[config.mk]
export PLATFORM = sky130hd
export DESIGN_NAME = substring_match_stream
export DESIGN_NICKNAME = d
export VERILOG_FILES = /design/src/hdl/ssm_pkg.sv /design/src/hdl/ssm_cfg.sv /design/src/hdl/ssm_window.sv /design/src/hdl/substring_match_stream.sv
export SDC_FILE = /design/constraint.sdc
export NUM_CORES = 2
export LEC_CHECK = 0
export BUFFER_PORTS_ARGS = -buffer_cell sky130_fd_sc_hd__clkbuf_2
export CORE_UTILIZATION = 64
export DETAILED_ROUTE_END_ITERATION = 8
export GPL_ROUTABILITY_DRIVEN = 0
export PLACE_DENSITY_LB_ADDON = 0.08
export SLEW_MARGIN = 20
export SYNTH_ARGS = -nofsm -noshare
export SYNTH_HDL_FRONTEND = slang
export SYNTH_SLANG_ARGS = --single-unit
[constraint.sdc]
create_clock -name clk -period 8 [get_ports clk]
set_input_delay 1.2 -clock clk [delete_from_list [all_inputs] [get_ports clk]]
set_output_delay 1.2 -clock clk [all_outputs]
set_load 0.01 [all_outputs]
[src/hdl/ssm_pkg.sv]
package ssm_pkg;

    // Configuration port
    localparam int CFG_IDX_W  = 3;
    localparam int CFG_DATA_W = 64;

    // Fixed field widths
    localparam int LIMIT_W       = 40;
    localparam int LENGTH_W      = 6;
    localparam int NEEDLE_WORDS  = 4;
    localparam int NEEDLE_CFG_BYTES = 32;

    // Register indexes
    localparam logic [CFG_IDX_W-1:0] CFG_NEEDLE_0_7   = 3'd0;
    localparam logic [CFG_IDX_W-1:0] CFG_NEEDLE_8_15  = 3'd1;
    localparam logic [CFG_IDX_W-1:0] CFG_NEEDLE_16_23 = 3'd2;
    localparam logic [CFG_IDX_W-1:0] CFG_NEEDLE_24_31 = 3'd3;
    localparam logic [CFG_IDX_W-1:0] CFG_NEEDLE_LEN   = 3'd4;
    localparam logic [CFG_IDX_W-1:0] CFG_CASE_EXACT   = 3'd5;
    localparam logic [CFG_IDX_W-1:0] CFG_BYTE_LIMIT   = 3'd6;

    typedef logic [7:0] octet_t;

    // Mode and limit as seen by the datapath
    typedef struct packed {
        logic               exact_cmp;
        logic [LIMIT_W-1:0] byte_limit;
    } cfg_ctrl_t;

    // Fold an ASCII upper-case letter to lower case unless exact
    function automatic octet_t fold(input octet_t c, input logic exact);
        octet_t r;
        r = c;
        if (!exact && (c inside {[8'h41:8'h5A]})) begin
            r = c + 8'h20;
        end
        return r;
    endfunction

endpackage

[src/hdl/ssm_cfg.sv]
module ssm_cfg #(
    parameter int MAX_NEEDLE = 32
) (
    input  logic                               clk,
    input  logic                               rst_n,
    input  logic                               cfg_write,
    input  logic [ssm_pkg::CFG_IDX_W-1:0]      cfg_index,
    input  logic [ssm_pkg::CFG_DATA_W-1:0]     cfg_data,
    output ssm_pkg::cfg_ctrl_t                 ctrl,
    output logic [MAX_NEEDLE*8-1:0]            needle_aligned,
    output logic [MAX_NEEDLE-1:0]              needle_mask,
    output logic [$clog2(MAX_NEEDLE+1)-1:0]    needle_len
);
    import ssm_pkg::*;

    localparam int LEN_W = $clog2(MAX_NEEDLE+1);
    localparam int CMP_W = (LEN_W > LENGTH_W) ? LEN_W : LENGTH_W;

    logic [CFG_DATA_W-1:0]    word_reg  [NEEDLE_WORDS];
    logic [CFG_DATA_W-1:0]    word_next [NEEDLE_WORDS];
    logic [LENGTH_W-1:0]      length_reg, length_next;
    cfg_ctrl_t                ctrl_reg, ctrl_next;

    logic [MAX_NEEDLE*8-1:0]  aligned_reg, aligned_next;
    logic [MAX_NEEDLE-1:0]    mask_reg, mask_next;
    logic [LEN_W-1:0]         len_reg, len_next;

    logic [MAX_NEEDLE*8-1:0]  needle_vec;
    logic [MAX_NEEDLE*8-1:0]  needle_rev;
    logic [LEN_W-1:0]         shift_bytes;

    // Register writes
    always_comb
    begin
        for (int w = 0; w < NEEDLE_WORDS; w++) begin
            word_next[w] = word_reg[w];
        end
        length_next = length_reg;
        ctrl_next   = ctrl_reg;
        if (cfg_write) begin
            case (cfg_index)
                CFG_NEEDLE_0_7:   word_next[0] = cfg_data;
                CFG_NEEDLE_8_15:  word_next[1] = cfg_data;
                CFG_NEEDLE_16_23: word_next[2] = cfg_data;
                CFG_NEEDLE_24_31: word_next[3] = cfg_data;
                CFG_NEEDLE_LEN:   length_next = cfg_data[LENGTH_W-1:0];
                CFG_CASE_EXACT:   ctrl_next.exact_cmp = cfg_data[0];
                CFG_BYTE_LIMIT:   ctrl_next.byte_limit = cfg_data[LIMIT_W-1:0];
                default:          ;
            endcase
        end
    end

    // Derive the right-aligned needle from the incoming values so that it is
    // ready on the cycle after the write.
    always_comb
    begin
        for (int i = 0; i < MAX_NEEDLE; i++) begin
            if (i < NEEDLE_CFG_BYTES) begin
                needle_vec[i*8 +: 8] = word_next[i >> 3][(i & 7)*8 +: 8];
            end else begin
                needle_vec[i*8 +: 8] = 8'h00;
            end
        end
        for (int i = 0; i < MAX_NEEDLE; i++) begin
            needle_rev[(MAX_NEEDLE-1-i)*8 +: 8] = needle_vec[i*8 +: 8];
        end
        // clamp an overlong needle
        if (CMP_W'(length_next) > CMP_W'(MAX_NEEDLE)) begin
            len_next = LEN_W'(MAX_NEEDLE);
        end else begin
            len_next = LEN_W'(length_next);
        end
        shift_bytes  = LEN_W'(MAX_NEEDLE) - len_next;
        // aligned byte j holds needle byte len-1-j
        aligned_next = needle_rev >> {shift_bytes, 3'b000};
        mask_next    = ~({MAX_NEEDLE{1'b1}} << len_next);
    end

    always_ff @(posedge clk or negedge rst_n)
    begin
        if (!rst_n) begin
            for (int w = 0; w < NEEDLE_WORDS; w++) begin
                word_reg[w] <= '0;
            end
            length_reg              <= '0;
            ctrl_reg.exact_cmp      <= 1'b1;
            ctrl_reg.byte_limit     <= '1;
            aligned_reg             <= '0;
            mask_reg                <= '0;
            len_reg                 <= '0;
        end else begin
            for (int w = 0; w < NEEDLE_WORDS; w++) begin
                word_reg[w] <= word_next[w];
            end
            length_reg  <= length_next;
            ctrl_reg    <= ctrl_next;
            aligned_reg <= aligned_next;
            mask_reg    <= mask_next;
            len_reg     <= len_next;
        end
    end

    assign ctrl           = ctrl_reg;
    assign needle_aligned = aligned_reg;
    assign needle_mask    = mask_reg;
    assign needle_len     = len_reg;

endmodule

[src/hdl/ssm_window.sv]
module ssm_window #(
    parameter int MAX_NEEDLE = 32
) (
    input  logic [MAX_NEEDLE*8-1:0]                      window,
    input  logic [MAX_NEEDLE*8-1:0]                      needle_aligned,
    input  logic [MAX_NEEDLE-1:0]                        needle_mask,
    input  logic [$clog2(MAX_NEEDLE+1)-1:0]              needle_len,
    input  logic [((MAX_NEEDLE > 1) ? $clog2(MAX_NEEDLE) : 1)-1:0] fill,
    input  logic                                         exact,
    output logic                                         hit
);
    import ssm_pkg::*;

    localparam int LEN_W  = $clog2(MAX_NEEDLE+1);
    localparam int FILL_W = (MAX_NEEDLE > 1) ? $clog2(MAX_NEEDLE) : 1;
    localparam int CW     = ((LEN_W > FILL_W) ? LEN_W : FILL_W) + 1;

    logic [MAX_NEEDLE-1:0] lane_ok;
    logic                  enough;

    // One comparator per window position; unused positions pass
    always_comb
    begin
        for (int j = 0; j < MAX_NEEDLE; j++) begin
            lane_ok[j] = !needle_mask[j] ||
                         (fold(window[j*8 +: 8], exact) ==
                          fold(needle_aligned[j*8 +: 8], exact));
        end
    end

    assign enough = (CW'(fill) + CW'(1)) >= CW'(needle_len);
    assign hit    = (needle_len != '0) && enough && (&lane_ok);

endmodule

[src/hdl/substring_match_stream.sv]
// Channel  | handshake            | payload
// ---------+----------------------+---------------------------
// input    | in_valid / in_ready  | data_byte, end_of_file
// output   | out_valid / out_ready| found, file_done
// config   | cfg_write            | cfg_index, cfg_data
//
// One item per clock while the output is not stalled; each result is registered
// and appears in the cycle after its item is accepted, set by the single window compare ahead of the result register.
// Reset clears the per-file fill, count and flag and loads the configuration defaults
// (exact compare, byte limit all ones, empty needle).
// A stalled output holds its result; a new item is still taken in the cycle
// the waiting result is taken.
// A configuration write takes effect for items accepted from the next cycle.
module substring_match_stream #(
    parameter int MAX_NEEDLE = 32,
    parameter int COUNT_BITS = 40
) (
    input  logic                           clk,
    input  logic                           rst_n,
    input  logic                           cfg_write,
    input  logic [ssm_pkg::CFG_IDX_W-1:0]  cfg_index,
    input  logic [ssm_pkg::CFG_DATA_W-1:0] cfg_data,
    input  logic                           in_valid,
    output logic                           in_ready,
    input  logic [7:0]                     data_byte,
    input  logic                           end_of_file,
    output logic                           out_valid,
    input  logic                           out_ready,
    output logic                           found,
    output logic                           file_done
);
    import ssm_pkg::*;

    localparam int LEN_W     = $clog2(MAX_NEEDLE+1);
    localparam int FILL_W    = (MAX_NEEDLE > 1) ? $clog2(MAX_NEEDLE) : 1;
    localparam int HIST_D    = (MAX_NEEDLE > 1) ? MAX_NEEDLE - 1 : 1;
    localparam int LIM_CMP_W = (COUNT_BITS > LIMIT_W) ? COUNT_BITS : LIMIT_W;

    cfg_ctrl_t               ctrl;
    logic [MAX_NEEDLE*8-1:0] needle_aligned;
    logic [MAX_NEEDLE-1:0]   needle_mask;
    logic [LEN_W-1:0]        needle_len;

    // Per-file state: raw history bytes (newest first), fill, count, flag
    octet_t                  hist_reg [HIST_D];
    logic [FILL_W-1:0]       fill_reg, fill_next;
    logic [COUNT_BITS-1:0]   seen_reg, seen_next;
    logic                    match_reg, match_next;

    // Result register
    logic                    out_valid_reg, out_valid_next;
    logic                    found_reg, found_next;
    logic                    done_reg, done_next;

    logic                    accept;
    logic                    examine;
    logic                    hit;
    logic [MAX_NEEDLE*8-1:0] window;

    ssm_cfg #(
        .MAX_NEEDLE (MAX_NEEDLE)
    ) u_cfg (
        .clk            (clk),
        .rst_n          (rst_n),
        .cfg_write      (cfg_write),
        .cfg_index      (cfg_index),
        .cfg_data       (cfg_data),
        .ctrl           (ctrl),
        .needle_aligned (needle_aligned),
        .needle_mask    (needle_mask),
        .needle_len     (needle_len)
    );

    // Window: current byte at position zero, then the history
    always_comb
    begin
        window[7:0] = data_byte;
        for (int j = 1; j < MAX_NEEDLE; j++) begin
            window[j*8 +: 8] = hist_reg[j-1];
        end
    end

    ssm_window #(
        .MAX_NEEDLE (MAX_NEEDLE)
    ) u_window (
        .window         (window),
        .needle_aligned (needle_aligned),
        .needle_mask    (needle_mask),
        .needle_len     (needle_len),
        .fill           (fill_reg),
        .exact          (ctrl.exact_cmp),
        .hit            (hit)
    );

    // Take a new item whenever the result register is free or being emptied
    assign in_ready = !out_valid_reg || out_ready;
    assign accept   = in_valid && in_ready;

    // Bytes beyond the limit are neither compared nor counted
    assign examine = LIM_CMP_W'(seen_reg) < LIM_CMP_W'(ctrl.byte_limit);

    always_comb
    begin
        fill_next      = fill_reg;
        seen_next      = seen_reg;
        match_next     = match_reg;
        out_valid_next = out_valid_reg;
        found_next     = found_reg;
        done_next      = done_reg;

        if (out_ready) begin
            out_valid_next = 1'b0;
        end

        if (accept) begin
            out_valid_next = 1'b1;
            found_next     = match_reg || (examine && hit);
            done_next      = end_of_file;

            if (examine) begin
                match_next = match_reg || hit;
                if (fill_reg < FILL_W'(MAX_NEEDLE - 1)) begin
                    fill_next = fill_reg + FILL_W'(1);
                end
                // saturate the count at all ones
                if (seen_reg != '1) begin
                    seen_next = seen_reg + COUNT_BITS'(1);
                end
            end

            // close the file: drop history, count and flag
            if (end_of_file) begin
                fill_next  = '0;
                seen_next  = '0;
                match_next = 1'b0;
            end
        end
    end

    always_ff @(posedge clk or negedge rst_n)
    begin
        if (!rst_n) begin
            fill_reg      <= '0;
            seen_reg      <= '0;
            match_reg     <= 1'b0;
            out_valid_reg <= 1'b0;
        end else begin
            fill_reg      <= fill_next;
            seen_reg      <= seen_next;
            match_reg     <= match_next;
            out_valid_reg <= out_valid_next;
        end
    end

    // Payload registers: history only matters up to the fill count
    always_ff @(posedge clk)
    begin
        found_reg <= found_next;
        done_reg  <= done_next;
        if (accept && examine && (MAX_NEEDLE > 1)) begin
            hist_reg[0] <= data_byte;
            for (int k = 1; k < HIST_D; k++) begin
                hist_reg[k] <= hist_reg[k-1];
            end
        end
    end

    assign out_valid = out_valid_reg;
    assign found     = found_reg;
    assign file_done = done_reg;

endmodule
==> impl_metrics.yaml <==
layout:
  areaGrowthSynthToFinish_pct: 9.167
  fin_cells: 5807
  seq_area_um2: 23630
  layout.nets: 4873
  layout-drive-gt1-share_pct: 10.28
  nFillCells: 5696
  multi_input_area_um2: 25120
global_route:
  grt_pass1_vias: 36632
  antenna_found_initial: 19
  grt-ovfl-total: 0
  grt.total_usage_pct: 42.14
  grt_max_degree: 194
  grt_pass1_wl_mm: 249.4
worst_hold_path:
  hold_class: "flop to flop"
  min-delay-start: "u_cfg.word_reg[62]$_DFF_PN0_"
setup_path:
  regToRegSetupSlack_ns: 3.02
  critPathLaunch: "cfg_index[0]"
  critPathMaxFanout: 18
  crit_top_cell: "inv_2"
  worstSetupStartpointType: "input port"
  cp-endpoint: "u_cfg.needle_aligned[240]$_DFF_PN0_"
  path_class: "input port to flop"
  cpPeakStageDelay_ns: 0.88
  worst-r2r-cell-count: 10
  critPathSlowestCell: "or3_1"
  critical_path_depth: 13
  arrival_ns: 5.99
  cp_num_buf_inv: 5
  r2r-start: "u_cfg.ctrl[40]$_DFFE_PN1P_"
  path_cells: "clkbuf_2 -> nor4bb_2 -> buf_4 -> mux2i_1 -> inv_2 -> nor2_2 -> inv_2 -> nor2_1 -> inv_2 -> o21ai_4 -> or3_1 -> nand2b_1 -> nor2_1"
  r2r-end: "found$_DFFE_PP_"
  crit_family: "simple AND/OR/NAND/NOR gates"
  critical_path_required_ns: 8.46
  crit_path_end_kind: "flop"
synthesis:
  synth_edf_count: 250
  syn_inst: 4671
  syn_nets: 4867
  seq_area_frac_synth_pct: 46.52
  synth_area_leaders: "dfrtp_1 (30%), mux2i_1 (17%), edfxtp_1 (15%), xnor2_1 (3.5%), xor2_1 (2.9%)"
  syn_area_per_cell_um2: 10.87
  synth_top_area_cell: "dfrtp_1"
  netlist_area_um2: 50790
  async_flop_share_pct: 71.97
  ys_ff_latch: 892
  ys_types: 96
  ys.flop_type: "dfrtp_1"
  synth_top_area_share_pct: 29.61
  ys.warnings.count: 0
clock_tree:
  clkSlewWorstSetupHoldPaths_ns: 0.06
  cts_buffer_depth: 3
  post-cts-setup-buffers: 0
  clock-root-buffer: "clkbuf_16"
  cts_resized: 0
  insertion_delay_ns: 0.67
  cts_buffers: 93
  cts_max_level: 3
  clock-sinks: 892
  cts_tree: "done"
  ctsHoldBuffers: 0
sta:
  period_share_pct: 69.09
  tns_ns: 0
  fmax_mhz: 180.9
  fin_skew_ns: 0.03370
  rsz0062_at_grt: "false"
  setup_viol: 0
  finalCriticalPeriod_ns: 5.527
  slew_viol_final: 0
  slew_headroom_pct: 16.12
  worst-slew-pin-transition_ns: 1.223
  hold_viol_final: 0
floorplan:
  die_w_um: 283.7
  fp.coreArea_um2: 77980
  io_pins: 85
  die_y_um: 283.7
  start_util_pct: 65.13
  num_rows: 102
  die-area_um2: 80480
place:
  dp_cells: 5622
  dp_hpwl_mm: 127.9
  numPortBuffers: 84
drt:
  route.vias.total: 39296
  routed_wl_mm: 171.3
  drtIter0Drc: 5681
  via_per_inst: 6.767
  drc: 0
  first_pass_iters: 8
  drtAntennaViolNets: 0
  wl_per_cell_um: 29.50
power_and_ir_drop:
  ir_drop_mv: 0.3377
  leakagePower_uw: 0.02522
  power_density_nw_per_um2: 377.9
outcome:
  status: "finished clean"
flow_run:
  cap_violations: 0
[Yosys cell counts (all sizes together) (19+ instances only)]
master	n
or3	40
mux2i	879
mux4	24
xnor2	203
nor3	151
o31ai	26
a211oi	78
nand2	175
and2	20
dfrtp	601
and3	22
a21o	29
ha	115
inv	312
xor2	167
nor2	345
dfstp	41
buf	141
a21oi	228
nand3	93
nand2b	19
nor4b	41
mux2	90
clkbuf	82
nand4	39
edfxtp	250
o41ai	21
o22ai	123
a31oi	23
o21ai	86
[layer usage]
| layer | GRT usage (%) | share of wire, % | vias to the layer above |
|---|---|---|---|
| li1 | - | - | 16929 |
| met1 | 57.33 | 39 | 19230 |
| met2 | 57.33 | 40 | 2512 |
| met3 | 13.56 | 13 | 609 |
| met4 | 28.41 | 8.3 | 16 |
| met5 | 0 | 0.073 | - |
[power by group]
part           internal [uW]  leakage [uW]  switching, uW  total (uW)
logic                   3350        0.0132           5970        9320
registers               5700        0.0104           1350        7050
clock network           2710       0.00158           1870        4580
[final cells by class]
cell class / count / share of cell area, %
Clock buffer: 142 / 5.053
Sequential cell: 892 / 42.62
Tap cell: 1040 / 2.347
Clock inverter: 34 / 0.7628
Multi-Input combinational cell: 3243 / 45.30
Timing Repair Buffer: 134 / 1.731
Antenna cell: 9 / 0.04062
Inverter: 313 / 2.146
[how the worst min path moves through the flow]
stage	to	slack, ns	cells past startpoint
global route	u_cfg.word_reg[59]$_DFF_PN0_	0.51	1
finish	u_cfg.word_reg[62]$_DFF_PN0_	0.50	1
global placement	u_cfg.length_reg[0]$_DFF_PN0_	0.47	2
detailed placement	u_cfg.word_reg[132]$_DFF_PN0_	0.48	2
floorplan	u_cfg.length_reg[0]$_DFF_PN0_	0.44	2
CTS	u_cfg.word_reg[132]$_DFF_PN0_	0.50	2
[cell usage in the layout (no fill, tap or decap), drive strengths merged, types with 78 or more instances in the layout]
cell | Yosys | layout
a211oi | 78 | 78
a21oi | 228 | 228
clkbuf | 82 | 225
dfrtp | 601 | 601
edfxtp | 250 | 250
ha | 115 | 115
inv | 312 | 317
mux2 | 90 | 90
mux2i | 879 | 879
nand2 | 175 | 175
nand3 | 93 | 93
nor2 | 345 | 345
nor3 | 151 | 151
o21ai | 86 | 86
o22ai | 123 | 123
xnor2 | 203 | 203
xor2 | 167 | 167
[per-stage QoR]
stage / utilization, % / setup slack [ns] / power, uW / area [um^2] / hold slack [ns]
floorplan: - / 1.730 / 12600 / 50790 / 0.4386
global placement: 66.93 / 1.968 / 15680 / 52190 / 0.4655
detailed placement: 66.93 / 1.992 / 15830 / 52190 / 0.4835
CTS: 71.07 / 2.697 / 20400 / 55420 / 0.4982
global route: 71.07 / 2.392 / 21500 / 55420 / 0.5132
finish: 71.10 / 2.473 / 20950 / 55440 / 0.4983
[logic make-up after synthesis]
logic type | after synthesis | synth area share [%]
xor+xnor | 374 | 6.558
simple gates | 1036 | 10.21
flops | 892 | 46.52
compound gates | 725 | 9.224
mux | 993 | 20.41
buf+inv | 536 | 4.247
fa+ha+maj | 115 | 2.833
Note: power is estimated with default switching activity, not from simulation.
